$ cat config.mk
export PLATFORM = sky130hd
export DESIGN_NAME = microcode_control_word_decoder_flat
export DESIGN_NICKNAME = d
export VERILOG_FILES = /design/src/hdl/mcwd_pkg.sv /design/src/hdl/mcwd_if.sv /design/src/hdl/microcode_control_word_decoder.sv /design/src/hdl/mcwd_decode.sv /design/src/flat_wrapper.sv
export SDC_FILE = /design/constraint.sdc
export NUM_CORES = 1
export LEC_CHECK = 0
export ABC_AREA = 1
export ABC_CLOCK_PERIOD_IN_PS = 3130
export BUFFER_PORTS_ARGS = -buffer_cell sky130_fd_sc_hd__buf_2
export CAP_MARGIN = 0
export CORE_MARGIN = 2
export CORE_UTILIZATION = 35
export DETAILED_ROUTE_END_ITERATION = 10
export HOLD_SLACK_MARGIN = 0.1
export PLACE_DENSITY = 0.57
export RECOVER_POWER = 50
export SETUP_SLACK_MARGIN = 0.4
export SYNTH_ARGS = -nofsm -noshare
export SYNTH_HDL_FRONTEND = slang
export SYNTH_SLANG_ARGS = --single-unit
$ cat constraint.sdc
create_clock -name clock -period 3.13 [get_ports clock]
set_input_delay 0.1565 -clock clock [delete_from_list [all_inputs] [get_ports clock]]
set_output_delay 0.1565 -clock clock [all_outputs]
set_load 0.05 [all_outputs]
$ cat src/hdl/mcwd_pkg.sv
// Shared types, opcode codes, step templates and register code functions for the decoder.
package mcwd_pkg;

   localparam int unsigned ADDR_W = 14;
   localparam int unsigned WORD_W = 16;
   localparam int unsigned STEPS  = 8;

   typedef struct packed {
      logic [2:0] reg1;
      logic [2:0] reg0;
      logic       imm;
      logic [3:0] opcode;
      logic [2:0] step;
   } addr_type;

   typedef enum logic [3:0] {
      OP_MOVE  = 4'd0,
      OP_LOAD  = 4'd1,
      OP_STORE = 4'd2,
      OP_PUSH  = 4'd3,
      OP_POP   = 4'd4,
      OP_LDA   = 4'd5,
      OP_JUMP  = 4'd6
   } opcode_type;

   typedef enum logic [3:0] {
      T_MW_REG   = 4'd0,
      T_MW_IMM   = 4'd1,
      T_LW_MAR   = 4'd2,
      T_LW_IMM   = 4'd3,
      T_SW_MAR   = 4'd4,
      T_SW_IMM   = 4'd5,
      T_PUSH_REG = 4'd6,
      T_PUSH_IMM = 4'd7,
      T_POP      = 4'd8,
      T_LDA      = 4'd9,
      T_JNZ      = 4'd10,
      T_JC       = 4'd11,
      T_JEQ      = 4'd12,
      T_JMP      = 4'd13
   } tmpl_type;

   localparam int unsigned TMPL_COUNT = 14;

   localparam logic [2:0] SEL_NONE     = 3'd7;
   localparam logic [2:0] SEL_MAR_LOW  = 3'd5;
   localparam logic [2:0] SEL_MAR_HIGH = 3'd6;
   localparam logic [2:0] SEL_A        = 3'd0;
   localparam logic [2:0] SEL_B        = 3'd1;

   localparam logic [2:0] STEP_1 = 3'd1;
   localparam logic [2:0] STEP_2 = 3'd2;
   localparam logic [2:0] STEP_3 = 3'd3;
   localparam logic [2:0] STEP_5 = 3'd5;

   localparam logic [WORD_W-1:0] RST_WORD   = 16'h000F;
   localparam logic [WORD_W-1:0] COUNT_WORD = 16'h0400;

   localparam logic [WORD_W-1:0] TEMPLATE [TMPL_COUNT][STEPS] = '{
      '{16'h0358, 16'h0400, 16'h0398, 16'h0400, RST_WORD, RST_WORD, RST_WORD, RST_WORD},
      '{16'h0358, 16'h0400, 16'h0018, 16'h0400, RST_WORD, RST_WORD, RST_WORD, RST_WORD},
      '{16'h0358, 16'h0028, 16'h0400, RST_WORD, RST_WORD, RST_WORD, RST_WORD, RST_WORD},
      '{16'h0358, 16'h0400, 16'h0198, 16'h0400, 16'h01D8, 16'h0428, RST_WORD, RST_WORD},
      '{16'h0358, 16'h0620, RST_WORD, RST_WORD, RST_WORD, RST_WORD, RST_WORD, RST_WORD},
      '{16'h0358, 16'h0400, 16'h0198, 16'h0400, 16'h01D8, 16'h0620, RST_WORD, RST_WORD},
      '{16'h0358, 16'h0630, 16'h1000, RST_WORD, RST_WORD, RST_WORD, RST_WORD, RST_WORD},
      '{16'h0358, 16'h0400, 16'h0398, 16'h063B, 16'h1000, RST_WORD, RST_WORD, RST_WORD},
      '{16'h0358, 16'h0438, 16'h0C00, RST_WORD, RST_WORD, RST_WORD, RST_WORD, RST_WORD},
      '{16'h0358, 16'h0400, 16'h0198, 16'h0400, 16'h01D8, 16'h0400, RST_WORD, RST_WORD},
      '{16'h0358, 16'h0440, 16'h1676, 16'h16B7, RST_WORD, RST_WORD, RST_WORD, RST_WORD},
      '{16'h0358, 16'h0400, 16'h1E76, 16'h1EB7, RST_WORD, RST_WORD, RST_WORD, RST_WORD},
      '{16'h0358, 16'h0400, 16'h1A76, 16'h1AB7, RST_WORD, RST_WORD, RST_WORD, RST_WORD},
      '{16'h0358, 16'h0276, 16'h02B7, RST_WORD, RST_WORD, RST_WORD, RST_WORD, RST_WORD}
   };

   function automatic logic [WORD_W-1:0] wr_code(input logic [2:0] sel);
      logic [WORD_W-1:0] code;
      code = '0;
      if (sel != SEL_NONE) begin
         code[9:6] = {1'b0, sel} + 4'd1;
      end
      return code;
   endfunction

   function automatic logic [WORD_W-1:0] out_code(input logic [2:0] sel);
      logic [WORD_W-1:0] code;
      code = '0;
      if (sel != SEL_NONE) begin
         code[3:0] = {1'b0, sel} + 4'd1;
         if (sel == SEL_MAR_LOW || sel == SEL_MAR_HIGH) begin
            code[5:4] = 2'd2;
         end
      end
      return code;
   endfunction

endpackage

$ cat src/hdl/mcwd_if.sv
// Valid/ready channel interfaces for the address and control word beats.
interface mcwd_req_if;
   logic                           valid;
   logic                           ready;
   logic [mcwd_pkg::ADDR_W-1:0]    micro_address;

   modport source (output valid, output micro_address, input ready);
   modport sink   (input valid, input micro_address, output ready);
endinterface

interface mcwd_rsp_if;
   logic                           valid;
   logic                           ready;
   logic [mcwd_pkg::WORD_W-1:0]    control_word;

   modport source (output valid, output control_word, input ready);
   modport sink   (input valid, input control_word, output ready);
endinterface

$ cat src/hdl/microcode_control_word_decoder.sv
// Microcode control store: address beat in, one control word beat out.
//
// req_bus carries a 14-bit micro_address (step, opcode, imm, reg0, reg1);
// rsp_bus returns the 16-bit control_word for it, one word per address.
// Both channels move a beat when valid and ready are high at a clock edge.
// The address is captured in an input register, decoded by a template
// table lookup with register codes ORed in, and the word lands in an output
// register, which drives rsp_bus.valid and rsp_bus.control_word.
// Throughput is one beat per cycle; the input register hands over to the
// output register whenever the output is empty or being taken, so a new
// address is accepted in every cycle while rsp_bus keeps up.
// When the receiver holds rsp_bus.ready low, the output register holds its
// word, the input register fills, and req_bus.ready then drops until the
// word is taken; nothing is lost or repeated.
// Synchronous reset empties both registers; the decoder keeps no other state.
module microcode_control_word_decoder (
   input  logic           clock,
   input  logic           reset,
   mcwd_req_if.sink       req_bus,
   mcwd_rsp_if.source     rsp_bus
);

   logic                          in_valid_ff;
   logic                          in_valid_in;
   logic [mcwd_pkg::ADDR_W-1:0]   in_addr_ff;
   logic [mcwd_pkg::ADDR_W-1:0]   in_addr_in;
   logic                          out_valid_ff;
   logic                          out_valid_in;
   logic [mcwd_pkg::WORD_W-1:0]   out_word_ff;
   logic [mcwd_pkg::WORD_W-1:0]   out_word_in;
   logic [mcwd_pkg::WORD_W-1:0]   word;
   logic                          out_open;
   logic                          advance;
   logic                          take;

   mcwd_decode u_decode (
      .micro_address (in_addr_ff),
      .control_word  (word)
   );

   assign out_open = !out_valid_ff || rsp_bus.ready;
   assign advance  = in_valid_ff && out_open;
   assign req_bus.ready = !in_valid_ff || out_open;
   assign take     = req_bus.valid && req_bus.ready;

   always_comb begin
      in_valid_in  = in_valid_ff;
      in_addr_in   = in_addr_ff;
      out_valid_in = out_valid_ff;
      out_word_in  = out_word_ff;
      if (out_open) begin
         out_valid_in = in_valid_ff;
         out_word_in  = word;
      end
      if (req_bus.ready) begin
         in_valid_in = req_bus.valid;
         if (take) begin
            in_addr_in = req_bus.micro_address;
         end
      end
   end

   always_ff @(posedge clock) begin
      if (reset) begin
         in_valid_ff  <= 1'b0;
         out_valid_ff <= 1'b0;
      end else begin
         in_valid_ff  <= in_valid_in;
         out_valid_ff <= out_valid_in;
      end
      in_addr_ff  <= in_addr_in;
      out_word_ff <= advance ? out_word_in : out_word_ff;
   end

   assign rsp_bus.valid        = out_valid_ff;
   assign rsp_bus.control_word = out_word_ff;

endmodule

$ cat src/hdl/mcwd_decode.sv
// Combinational control word lookup from a registered microcode address.
module mcwd_decode (
   input  logic [mcwd_pkg::ADDR_W-1:0] micro_address,
   output logic [mcwd_pkg::WORD_W-1:0] control_word
);

   mcwd_pkg::addr_type            addr;
   mcwd_pkg::tmpl_type            tsel;
   logic [mcwd_pkg::WORD_W-1:0]   patch;
   logic                          known;
   logic                          count_only;

   assign addr = mcwd_pkg::addr_type'(micro_address);

   always_comb begin
      tsel       = mcwd_pkg::T_MW_REG;
      patch      = '0;
      known      = 1'b1;
      count_only = 1'b0;
      case (addr.opcode)
         mcwd_pkg::OP_MOVE: begin
            if (!addr.imm) begin
               tsel = mcwd_pkg::T_MW_REG;
               if (addr.step == mcwd_pkg::STEP_3) begin
                  patch = mcwd_pkg::out_code(addr.reg1) | mcwd_pkg::wr_code(addr.reg0);
               end
            end else begin
               tsel = mcwd_pkg::T_MW_IMM;
               if (addr.step == mcwd_pkg::STEP_2) begin
                  patch = mcwd_pkg::wr_code(addr.reg0);
               end
            end
         end
         mcwd_pkg::OP_LOAD: begin
            if (!addr.imm) begin
               tsel = mcwd_pkg::T_LW_MAR;
               if (addr.step == mcwd_pkg::STEP_1) begin
                  patch = mcwd_pkg::wr_code(addr.reg0);
               end
            end else begin
               tsel = mcwd_pkg::T_LW_IMM;
               if (addr.step == mcwd_pkg::STEP_5) begin
                  patch = mcwd_pkg::wr_code(addr.reg0);
               end
            end
         end
         mcwd_pkg::OP_STORE: begin
            if (!addr.imm) begin
               tsel = mcwd_pkg::T_SW_MAR;
               if (addr.step == mcwd_pkg::STEP_1) begin
                  patch = mcwd_pkg::out_code(addr.reg0);
               end
            end else begin
               tsel = mcwd_pkg::T_SW_IMM;
               if (addr.step == mcwd_pkg::STEP_5) begin
                  patch = mcwd_pkg::out_code(addr.reg0);
               end
            end
         end
         mcwd_pkg::OP_PUSH: begin
            if (!addr.imm) begin
               tsel = mcwd_pkg::T_PUSH_REG;
               if (addr.step == mcwd_pkg::STEP_1) begin
                  patch = mcwd_pkg::out_code(addr.reg0);
               end
            end else begin
               tsel = mcwd_pkg::T_PUSH_IMM;
            end
         end
         mcwd_pkg::OP_POP: begin
            tsel = mcwd_pkg::T_POP;
            if (addr.step == mcwd_pkg::STEP_1) begin
               patch = mcwd_pkg::wr_code(addr.reg0);
            end
         end
         mcwd_pkg::OP_LDA: begin
            tsel = mcwd_pkg::T_LDA;
         end
         mcwd_pkg::OP_JUMP: begin
            if (!addr.imm) begin
               tsel = mcwd_pkg::T_JNZ;
               if (addr.step == mcwd_pkg::STEP_1) begin
                  if (addr.reg0 == mcwd_pkg::SEL_A) begin
                     count_only = 1'b1;
                  end else begin
                     patch = mcwd_pkg::out_code(addr.reg0);
                  end
               end
            end else if (addr.reg0 == mcwd_pkg::SEL_A) begin
               tsel = mcwd_pkg::T_JC;
            end else if (addr.reg0 == mcwd_pkg::SEL_B) begin
               tsel = mcwd_pkg::T_JEQ;
            end else begin
               tsel = mcwd_pkg::T_JMP;
            end
         end
         default: begin
            known = 1'b0;
         end
      endcase
   end

   always_comb begin
      if (!known) begin
         control_word = '0;
      end else if (count_only) begin
         control_word = mcwd_pkg::COUNT_WORD;
      end else begin
         control_word = mcwd_pkg::TEMPLATE[tsel][addr.step] | patch;
      end
   end

endmodule
$ cat src/flat_wrapper.sv
// flat-port wrapper written by rule: the top's interface ports become plain ports
module microcode_control_word_decoder_flat 
  (clock, reset, req_bus_valid, req_bus_micro_address, req_bus_ready, rsp_bus_valid, rsp_bus_control_word, rsp_bus_ready);
  mcwd_req_if req_bus_i ();
  mcwd_rsp_if rsp_bus_i ();
  input  logic clock;
  input  logic reset;
  input wire logic [$bits(req_bus_i.valid)-1:0] req_bus_valid;
  input wire logic [$bits(req_bus_i.micro_address)-1:0] req_bus_micro_address;
  output wire logic [$bits(req_bus_i.ready)-1:0] req_bus_ready;
  output wire logic [$bits(rsp_bus_i.valid)-1:0] rsp_bus_valid;
  output wire logic [$bits(rsp_bus_i.control_word)-1:0] rsp_bus_control_word;
  input wire logic [$bits(rsp_bus_i.ready)-1:0] rsp_bus_ready;
  assign req_bus_i.valid = req_bus_valid;
  assign req_bus_i.micro_address = req_bus_micro_address;
  assign req_bus_ready = req_bus_i.ready;
  assign rsp_bus_valid = rsp_bus_i.valid;
  assign rsp_bus_control_word = rsp_bus_i.control_word;
  assign rsp_bus_i.ready = rsp_bus_ready;
  microcode_control_word_decoder u_core (.clock(clock), .reset(reset), .req_bus(req_bus_i), .rsp_bus(rsp_bus_i));
endmodule
==> results of run 1 <==
[power by group]
part | internal [mW] | switching (mW) | leakage (nW)
logic | 0.0826 | 0.175 | 1.03
registers | 0.448 | 0.0223 | 0.284
clock network | 0.179 | 0.145 | 0.0455
total | 0.710 | 0.342 | 1.36
[cell type report]
type	count	share of cell area (%)
clock buffers	8	3.08
inverters	47	6.47
multi-input cells	230	46.6
flip-flops and latches	29	29.1
well taps	96	4.11
repair buffers	50	10.7
[cells in the mapped netlist]
cell type | count | area share, %
sky130_fd_sc_hd__o211ai_1 | 2 | 0.61
sky130_fd_sc_hd__inv_6 | 2 | 0.72
sky130_fd_sc_hd__o31ai_1 | 2 | 0.61
sky130_fd_sc_hd__o21ai_1 | 4 | 0.82
sky130_fd_sc_hd__inv_1 | 35 | 5.4
sky130_fd_sc_hd__o21ai_2 | 1 | 0.36
sky130_fd_sc_hd__nor3_4 | 1 | 0.67
sky130_fd_sc_hd__ha_1 | 12 | 6.1
sky130_fd_sc_hd__clkinv_1 | 1 | 0.15
sky130_fd_sc_hd__dfxtp_1 | 2 | 1.6
sky130_fd_sc_hd__inv_2 | 8 | 1.2
sky130_fd_sc_hd__nor2_8 | 1 | 0.82
sky130_fd_sc_hd__nand3_1 | 33 | 6.8
sky130_fd_sc_hd__nand4_2 | 1 | 0.51
sky130_fd_sc_hd__o2bb2ai_1 | 1 | 0.36
sky130_fd_sc_hd__o311ai_0 | 1 | 0.36
sky130_fd_sc_hd__nand2_2 | 8 | 2.0
sky130_fd_sc_hd__a21oi_1 | 17 | 3.5
sky130_fd_sc_hd__nand3_2 | 6 | 2.5
sky130_fd_sc_hd__nand4_1 | 3 | 0.77
sky130_fd_sc_hd__a31oi_1 | 6 | 1.5
sky130_fd_sc_hd__buf_2 | 3 | 0.61
sky130_fd_sc_hd__conb_1 | 1 | 0.15
sky130_fd_sc_hd__buf_4 | 4 | 1.2
sky130_fd_sc_hd__o21ai_0 | 9 | 1.8
sky130_fd_sc_hd__nor2_1 | 25 | 3.8
sky130_fd_sc_hd__a21o_1 | 1 | 0.31
sky130_fd_sc_hd__clkbuf_4 | 1 | 0.31
sky130_fd_sc_hd__nand2_4 | 7 | 3.2
sky130_fd_sc_hd__nor2_2 | 3 | 0.77
sky130_fd_sc_hd__nor3_1 | 8 | 1.6
sky130_fd_sc_hd__edfxtp_1 | 27 | 33
sky130_fd_sc_hd__nor2_4 | 3 | 1.4
sky130_fd_sc_hd__a21oi_2 | 2 | 0.72
sky130_fd_sc_hd__inv_4 | 1 | 0.26
sky130_fd_sc_hd__o22ai_1 | 1 | 0.26
sky130_fd_sc_hd__o21ai_4 | 1 | 0.67
sky130_fd_sc_hd__nand3_4 | 2 | 1.4
sky130_fd_sc_hd__nand2_8 | 1 | 0.82
sky130_fd_sc_hd__nand2_1 | 65 | 10
[registers in the layout, summed over array words and instances, names as in the netlist]
register and cells:
u_core.in_addr_ff 14, u_core.rsp_bus.control_word 13, u_core.in_valid_ff 1, u_core.rsp_bus.valid 1
[worst min path at each step]
stage / from / end / slack, ns / cells past startpoint
after floorplan: reset / u_core.in_valid_ff / 0.23 / 1
after CTS: rsp_bus_ready / u_core.rsp_bus.valid / 0.13 / 4
after global routing: rsp_bus_ready / u_core.rsp_bus.valid / 0.15 / 4
after detailed placement: req_bus_micro_address[0] / u_core.in_addr_ff[0] / 0.33 / 1
final: rsp_bus_ready / u_core.rsp_bus.valid / 0.14 / 4
after global placement: reset / u_core.rsp_bus.valid / 0.33 / 2
[worst max-delay path, cell delays in order, from the launching register on]
cell                       delay, ns
sky130_fd_sc_hd__edfxtp_1       0.75
sky130_fd_sc_hd__nand2_1        0.10
sky130_fd_sc_hd__inv_1          0.20
sky130_fd_sc_hd__nand3_1        0.13
sky130_fd_sc_hd__nor2_1         0.17
sky130_fd_sc_hd__inv_1          0.10
sky130_fd_sc_hd__o311ai_0       0.51
sky130_fd_sc_hd__a31oi_1        0.09
sky130_fd_sc_hd__a21oi_1        0.17
[cell families after synthesis]
kind of cell | after synthesis | share of synthesized area [%]
flops | 29 | 34.8
fa+ha+maj | 12 | 6.14
simple gates | 167 | 37.1
other cells | 1 | 0.153
compound gates | 48 | 11.9
buf+inv | 55 | 9.88
[metrics by stage]
step	hold slack, ns	cells
after detailed placement	0.335	436
after global routing	0.154	460
final	0.142	460
after floorplan	0.226	314
after global placement	0.331	436
after CTS	0.131	459
[layer usage]
layer  vias to the layer above  routed length [um]  GRT usage, %
li1                       1146                   -             -
met1                      1021                2670          20.1
met2                        69                2760          27.8
met3                        11                 291          3.68
met4                         0                  91          4.62
met5                         -                   0             0
[repair_timing]
item,4_1_cts,5_1_grt
hold endpoints to repair,16,0
hold buffers,15,0
setup buffers,0,1
setup endpoints to repair,0,1
==> impl_metrics.toml, run 1 <==
[drt]
drtAntennaViolNets = 0
detailroute.via_count = 2247
wl_per_cell_um = 12.6
drt_pre_antenna_iters = 4
avgViaCountPerCell = 4.88
route.final.wire_length_mm = 5.81
first_iter_violations = 154
drc_errors = 0

[pwr]
p_leak_nw = 1.36
power_dens_cells_nw_per_um2 = 360
report.power.total_mw = 1.05
peakVddDrop_mv = 0.255

[hold_path]
holdCritPathClass = "in2reg"

[sta]
grt_setup_unrepaired = "no"
slew_headroom_pct = 52.7
achievable-frequency_ghz = 0.417
final.setup.worst_slack_ns = 0.732
fin_crit_sh_pct = 76.6
finalHoldViolCount = 0
fin_tns_setup_ns = 0
tightestPinTransition_ns = 0.710
final.min_clock_period_ns = 2.40
timing.final.setup_violations = 0
fin_skew_ns = 0.00345
report.final.slew_viol_count = 0

[global_routing]
number_of_antenna_violations_at_the_first_check_in_global_routing = 0
global_route.overflow_total = 0
via_count_of_the_first_global_routing_pass = 2092
grt_max_degree = 16
globalRouteTotalUtil_pct = 16.1
grt_first_pass_wirelength_mm = 9.63

[clock_tree]
clk-insertion-delay-late_ns = 0.28
cts-buffers-inserted = 5
clock_tree.htree_level_count = 2
cts_buffer_depth = 2
cts.repair.resized = 0
cts_tree = "done"
clk_pin_slew_worst_paths_ns = 0.06
clock_tree.root_cell = "sky130_fd_sc_hd__clkbuf_8"
cts.sinks = 29

[flow_run]
number_of_max_cap_violations = 0

[worst_setup_path]
crit_path_start_kind = "register"
worstSetupStartpoint = "u_core.in_addr_ff[0]"
path_max_fanout = 15
crit-reg2reg-capture = "u_core.rsp_bus.control_word[3]"
ff2ff_setup_slack_ns = 0.73
worst_ep_required_time_ns = 3.26
cp_data_arrival_time_ns = 2.53
critPathCapture = "u_core.rsp_bus.control_word[3]"
worst_setup_path_end_kind = "register"
timing_worst_setup_path_type = "reg2reg"
ff2ff_path_depth = 8
r2r-start = "u_core.in_addr_ff[0]"

[finish]
num-nets-final = 393
multiInputGateArea_um2 = 1360
diodes = 0
ff_latch_area_um2 = 851
fill_cells = 700
utilization_pct = 43.0
layout_commonest_cell = "sky130_fd_sc_hd__nand2_1"
finished_layout_cell_area_um2 = 2920
drive_gt1_share_pct = 20.3
layout_common_cells = "65 x sky130_fd_sc_hd__nand2_1, 35 x sky130_fd_sc_hd__inv_1, 33 x sky130_fd_sc_hd__nand3_1"
area_delta_synth_final_pct = 19.5

[yosys]
yosys.cell_types.count = 40
ys_seq_area_share_pct = 34.8
syn-cell-area_um2 = 2440
synth-warning-count = 0
postSynthRegisterBits = 29
synth_cells = 312
post_synth.cell_area_avg_um2 = 7.84

[place]
post-dp-hpwl_mm = 4.37
port_buffers = 32
gp_congestion = 0.928
setup_slack_at_placement_ns = 0.710
placed_cell_area_um2 = 2700

[floorplanning]
core_um2 = 6790
placementRows = 30
floorplan.die.width_um = 87.6
die_y_um = 87.6
io-pin-count = 36
start_util_pct = 36.0
die-area_um2 = 7670

[status]
status = "finished clean"
No activity file was read; power rests on OpenSTA's default activity.
==> inputs of run 2 (changes only) <==
--- a/config.mk
+++ b/config.mk
@@ -6,7 +6,7 @@
 export NUM_CORES = 1
 export LEC_CHECK = 0
 export ABC_AREA = 1
-export ABC_CLOCK_PERIOD_IN_PS = 3130
+export ABC_CLOCK_PERIOD_IN_PS = 2300
 export BUFFER_PORTS_ARGS = -buffer_cell sky130_fd_sc_hd__buf_2
 export CAP_MARGIN = 0
 export CORE_MARGIN = 2
==> constraint.sdc (replaced) <==
create_clock -name clock -period 2.3 [get_ports clock]
set_input_delay 0.115 -clock clock [delete_from_list [all_inputs] [get_ports clock]]
set_output_delay 0.115 -clock clock [all_outputs]
set_load 0.05 [all_outputs]
==> run 2 against run 1 <==
  * Non-clock buffer count grew 40
  * Sequential share of layout area is 4.4 points lower
  * Design area grew 18%
  * Total power grew 45%
  * Largest power group unchanged
==> impl_metrics.toml, run 2 (synthesis results as in run 1) <==
[status]
status = "finished clean"

[floorplanning]
start_util_pct = 36.0
core_um2 = 6790
io-pin-count = 36
floorplan.die.width_um = 87.6
die-area_um2 = 7670
placementRows = 30
die_y_um = 87.6

[worst_setup_path]
slowest_stage = "sky130_fd_sc_hd__edfxtp_1"
worstPathBufferInverterCount = 2
critical-path-top-cell-by-count = "sky130_fd_sc_hd__nand3_2"
timing_worst_setup_path_type = "reg2reg"
worst_ep_required_time_ns = 2.33
worst_setup_path_end_kind = "register"
worstSetupStartpoint = "u_core.in_addr_ff[8]"
path_max_fanout = 6
crit_path_start_kind = "register"
max_stage_delay_ns = 0.41
path_cells = "inv_2 > ha_4 > nor2_4 > nand3_2 > nand3_2 > nand2_4 > buf_4 > nand3_4 > nand4_1 > nand3_2 > nand2_2 > nand3_1 > nor2_1 > nor2_1"
ff2ff_setup_slack_ns = 0.16
worst_path_dominant_cell_family = "simple AND/OR/NAND/NOR gates"
r2r-start = "u_core.in_addr_ff[8]"
cp_data_arrival_time_ns = 2.17

[sta]
tightestPinTransition_ns = 0.694
finalHoldViolCount = 0
fin_crit_sh_pct = 92.9
final.min_clock_period_ns = 2.14
fin_tns_setup_ns = 0
fin_skew_ns = 0.00446
achievable-frequency_ghz = 0.468
timing.final.setup_violations = 0
slew_headroom_pct = 53.7
final.setup.worst_slack_ns = 0.163
grt_setup_unrepaired = "yes"
report.final.slew_viol_count = 0

[global_routing]
globalRouteTotalUtil_pct = 18.3
global_route.overflow_total = 0
grt_max_degree = 15
number_of_antenna_violations_at_the_first_check_in_global_routing = 0
grt_first_pass_wirelength_mm = 11.0
via_count_of_the_first_global_routing_pass = 2388

[hold_path]
hold_start = "rsp_bus_ready"
holdCritPathClass = "in2reg"

[drt]
route.final.wire_length_mm = 6.71
wl_per_cell_um = 13.4
avgViaCountPerCell = 4.83
drc_errors = 0
drt_pre_antenna_iters = 4
first_iter_violations = 221
drtAntennaViolNets = 0
detailroute.via_count = 2413

[place]
setup_slack_at_placement_ns = 0.0707
port_buffers = 32
placedCellCount = 446
post-dp-hpwl_mm = 4.66
gp_congestion = 0.915

[finish]
ff_latch_area_um2 = 851
top_register = "u_core.in_addr_ff"
fill_cells = 647
layout_common_cells = "56 x sky130_fd_sc_hd__nand2_1, 38 x sky130_fd_sc_hd__buf_4, 28 x sky130_fd_sc_hd__nand3_1, 28 x sky130_fd_sc_hd__inv_1, 27 x sky130_fd_sc_hd__edfxtp_1"
num-nets-final = 433
final-instance-count-excl-fill = 500
area_delta_synth_final_pct = 40.7
diodes = 0
multiInputGateArea_um2 = 1550
drive_gt1_share_pct = 36.6
layout_commonest_cell = "sky130_fd_sc_hd__nand2_1"
largest_register_ff_count = 14

[clock_tree]
cts-buffers-inserted = 5
clk_pin_slew_worst_paths_ns = 0.06
clock_tree.htree_level_count = 2
clk-insertion-delay-late_ns = 0.28
cts.sinks = 29
cts_tree = "done"
clock_tree.root_cell = "sky130_fd_sc_hd__clkbuf_8"
cts_buffer_depth = 2

[flow_run]
number_of_max_cap_violations = 0

[pwr]
p_leak_nw = 1.58
power_dens_cells_nw_per_um2 = 444
peakVddDrop_mv = 0.331
[run 2: timing repair]
item,CTS,global route
endpoints found under the hold margin,16,0
gates resized for setup,18,25
endpoints found under the setup margin,13,13
hold buffers,16,0
pin swaps,18,20
buffers inserted,23,7
[run 2: worst paths after layout]
| path | end | cells after the start |
|---|---|---|
| hold / removal | u_core.rsp_bus.valid | 4 |
| setup reg to reg | u_core.rsp_bus.control_word[0] | 14 |
| hold reg to reg | u_core.rsp_bus.valid | 2 |
| setup / recovery | u_core.rsp_bus.control_word[0] | 14 |
[run 2: worst register-to-register path, cell delays in order, from the launching register on]
cell and delay [ns]:
sky130_fd_sc_hd__edfxtp_1 0.41, sky130_fd_sc_hd__inv_2 0.10, sky130_fd_sc_hd__ha_4 0.17, sky130_fd_sc_hd__nor2_4 0.04
sky130_fd_sc_hd__nand3_2 0.06, sky130_fd_sc_hd__nand3_2 0.09, sky130_fd_sc_hd__nand2_4 0.13, sky130_fd_sc_hd__buf_4 0.20
sky130_fd_sc_hd__nand3_4 0.14, sky130_fd_sc_hd__nand4_1 0.13, sky130_fd_sc_hd__nand3_2 0.11, sky130_fd_sc_hd__nand2_2 0.08
sky130_fd_sc_hd__nand3_1 0.07, sky130_fd_sc_hd__nor2_1 0.11, sky130_fd_sc_hd__nor2_1 0.05
[run 2: layer usage]
| layer | up-vias | GRT usage [%] | part of all wire (%) |
|---|---|---|---|
| li1 | 1221 | - | - |
| met1 | 1099 | 22.1 | 41 |
| met2 | 74 | 31.5 | 51 |
| met3 | 19 | 4.71 | 5.1 |
| met4 | 0 | 6.71 | 3.0 |
| met5 | - | 0 | 0 |
[run 2: power breakdown]
part / leakage, nW / switching [mW] / internal [mW]
clock network: 0.0455 / 0.195 / 0.244
registers: 0.284 / 0.0234 / 0.609
logic: 1.25 / 0.286 / 0.170
[run 2: final cells by class]
type,instances,area share (%)
Timing Repair Buffer,90,18.4
Tap cell,96,3.49
Clock buffer,8,2.62
Sequential cell,29,24.7
Inverter,47,5.56
Multi-Input combinational cell,230,45.2
[run 2: through the flow]
stage | util [%] | cell area (um^2) | hold slack, ns | power (mW)
final | 50.6 | 3440 | 0.0953 | 1.53
after global placement | 41.3 | 2810 | 0.290 | 1.00
after detailed placement | 41.3 | 2810 | 0.291 | 1.00
after global routing | 50.6 | 3440 | 0.129 | 1.61
after floorplan | - | 2490 | 0.184 | 0.915
after CTS | 48.7 | 3310 | 0.103 | 1.51
==> inputs of run 3 (changes only) <==
--- a/config.mk
+++ b/config.mk
@@ -13,7 +13,7 @@
 export CORE_UTILIZATION = 35
 export DETAILED_ROUTE_END_ITERATION = 10
 export HOLD_SLACK_MARGIN = 0.1
-export PLACE_DENSITY = 0.57
+export PLACE_DENSITY = 0.5
 export RECOVER_POWER = 50
 export SETUP_SLACK_MARGIN = 0.4
 export SYNTH_ARGS = -nofsm -noshare
==> run 3 against run 2 <==
  * Total power shrank 0.56%
  * Register-to-register slack is essentially flat
  * Sequential cell count is the same
  * Clock-buffer cell count shrank 3
  * Via count shrank 1.9%
  * Sequential power is essentially flat
  * Critical path depth grew 6
  * Combinational power shrank 2%
  * Critical path type unchanged
  * Largest cell class unchanged
  * Largest power group unchanged
  * Highest routed layer unchanged
==> impl_metrics.toml, run 3 (synthesis results as in run 1) <==
[drt]
drt_pre_antenna_iters = 4
drtAntennaViolNets = 0
detailroute.via_count = 2368
first_iter_violations = 140
drc_errors = 0
wl_per_cell_um = 13.7
route.final.wire_length_mm = 6.76
avgViaCountPerCell = 4.80

[worst_setup_path]
crit-reg2reg-capture = "u_core.rsp_bus.control_word[1]"
path_max_fanout = 3
cp_data_arrival_time_ns = 2.18
ff2ff_setup_slack_ns = 0.16
worst_setup_path_end_kind = "register"
worst_ep_required_time_ns = 2.35
ff2ff_path_depth = 20
timing_worst_setup_path_type = "reg2reg"
r2r-start = "u_core.in_addr_ff[8]"
crit_path_start_kind = "register"

[clock_tree]
cts_tree = "done"
clock_tree.root_cell = "sky130_fd_sc_hd__clkbuf_8"
cts-buffers-inserted = 5
cts.sinks = 29
cts_buffer_depth = 2
clk_pin_slew_worst_paths_ns = 0.07
clock_tree.htree_level_count = 2
clk-insertion-delay-late_ns = 0.29

[sta]
grt_setup_unrepaired = "yes"
final.min_clock_period_ns = 2.14
tightestPinTransition_ns = 0.680
finalHoldViolCount = 0
fin_crit_sh_pct = 93.0
timing.final.setup_violations = 0
fin_skew_ns = 0.00934
fin_tns_setup_ns = 0
achievable-frequency_ghz = 0.468
slew_headroom_pct = 54.7
report.final.slew_viol_count = 0
hold_slack_ns = 0.179

[finish]
fill_cells = 668
utilization_pct = 49.2
top_register = "u_core.in_addr_ff"
diodes = 0
largest_register_ff_count = 14
area_delta_synth_final_pct = 36.6
num-nets-final = 426
layout_commonest_cell = "sky130_fd_sc_hd__nand2_1"
layout_common_cells = "58 x sky130_fd_sc_hd__nand2_1, 31 x sky130_fd_sc_hd__buf_4, 30 x sky130_fd_sc_hd__nand3_1, 30 x sky130_fd_sc_hd__inv_1, 27 x sky130_fd_sc_hd__edfxtp_1"
drive_gt1_share_pct = 34.3

[pwr]
peakVddDrop_mv = 0.264
power_dens_cells_nw_per_um2 = 455
p_leak_nw = 1.55

[hold_path]
hold_start = "rsp_bus_ready"
holdPathEnd = "u_core.in_valid_ff"
holdCritPathClass = "in2reg"
min_delay_path_depth = 4

[status]
status = "finished clean"

[flow_run]
number_of_max_cap_violations = 0

[place]
post-dp-hpwl_mm = 4.96
port_buffers = 32
gp_congestion = 0.940

[floorplanning]
die-area_um2 = 7670
start_util_pct = 36.0
die_y_um = 87.6
floorplan.die.width_um = 87.6
placementRows = 30
io-pin-count = 36
core_um2 = 6790

[global_routing]
grt_first_pass_wirelength_mm = 11.0
number_of_antenna_violations_at_the_first_check_in_global_routing = 0
via_count_of_the_first_global_routing_pass = 2305
grt_max_degree = 15
global_route.overflow_total = 0
globalRouteTotalUtil_pct = 18.9
run 3: cell count changes in the layout (fill, tap and decap cells not counted), moves of 2 or more:
cell | before | now
sky130_fd_sc_hd__nand2_1 | 56 | 58
sky130_fd_sc_hd__clkbuf_1 | 17 | 15
sky130_fd_sc_hd__inv_2 | 15 | 13
sky130_fd_sc_hd__nor2_2 | 5 | 7
sky130_fd_sc_hd__inv_1 | 28 | 30
sky130_fd_sc_hd__nand3_1 | 28 | 30
sky130_fd_sc_hd__nor2_4 | 6 | 3
sky130_fd_sc_hd__buf_4 | 38 | 31
sky130_fd_sc_hd__clkinv_2 | 0 | 2
run 3: layout make-up:
| type | count | area (um^2) | area share, % |
|---|---|---|---|
| multi-input cells | 230 | 1510 | 45.2 |
| repair buffers | 83 | 581 | 17.4 |
| inverters | 47 | 191 | 5.73 |
| flip-flops and latches | 29 | 851 | 25.5 |
| clock buffers | 5 | 68.8 | 2.06 |
| clock inverters | 3 | 17.5 | 0.524 |
| well taps | 96 | 120 | 3.60 |
run 3: timing repair:
item	in CTS	in global routing
setup endpoints to repair	13	13
pin swaps	12	10
gates resized for setup	14	16
endpoints found under the hold margin	16	0
buffers inserted	11	3
hold buffers	17	0
cloned	0	0
run 3: metal layers:
metal	wire, um	global-route usage [%]	vias up
li1	-	-	1209
met1	2970	23.9	1088
met2	3450	32.0	63
met3	269	3.86	8
met4	80	6.85	0
met5	0	0	-
run 3: stage by stage:
| step | total power [mW] | worst slack, ns | area, um^2 | cells |
|---|---|---|---|---|
| after detailed placement | 1.02 | 0.0562 | 2870 | 454 |
| final | 1.52 | 0.161 | 3340 | 493 |
| after CTS | 1.51 | 0.162 | 3270 | 490 |
| after global placement | 1.02 | 0.0761 | 2870 | 454 |
| after global routing | 1.60 | -0.00288 | 3340 | 493 |
| after floorplan | 0.915 | 0.233 | 2490 | 314 |
run 3: worst max-delay path, cell delays in order (launching register included):
cell	delay, ns
sky130_fd_sc_hd__edfxtp_1	0.42
sky130_fd_sc_hd__inv_2	0.10
sky130_fd_sc_hd__ha_4	0.15
sky130_fd_sc_hd__nor2_2	0.03
sky130_fd_sc_hd__nand3_1	0.09
sky130_fd_sc_hd__nand3_2	0.08
sky130_fd_sc_hd__nand2_4	0.14
sky130_fd_sc_hd__inv_6	0.05
sky130_fd_sc_hd__ha_4	0.15
sky130_fd_sc_hd__inv_2	0.04
sky130_fd_sc_hd__nand3_2	0.06
sky130_fd_sc_hd__nand2_2	0.07
sky130_fd_sc_hd__inv_2	0.05
sky130_fd_sc_hd__nand2_2	0.07
sky130_fd_sc_hd__nand2_2	0.05
sky130_fd_sc_hd__nand2_2	0.07
sky130_fd_sc_hd__nand2_1	0.05
sky130_fd_sc_hd__nand2_1	0.05
sky130_fd_sc_hd__nand2_1	0.05
sky130_fd_sc_hd__nand2_2	0.06
sky130_fd_sc_hd__a21oi_2	0.04
run 3: worst max-delay path by stage:
stage	startpoint	endpoint	slack (ns)
floorplan	u_core.in_addr_ff[9]	u_core.rsp_bus.control_word[1]	0.23
global placement	u_core.in_addr_ff[6]	u_core.rsp_bus.control_word[0]	0.08
detailed placement	u_core.in_addr_ff[6]	u_core.rsp_bus.control_word[0]	0.06
CTS	u_core.in_addr_ff[8]	u_core.rsp_bus.control_word[1]	0.16
global route	u_core.in_addr_ff[8]	u_core.rsp_bus.control_word[1]	-0.003
finish	u_core.in_addr_ff[8]	u_core.rsp_bus.control_word[1]	0.16
run 3: where the power goes:
group	switching, mW	internal [mW]
logic	0.279	0.166
registers	0.0252	0.609
clock network	0.231	0.209
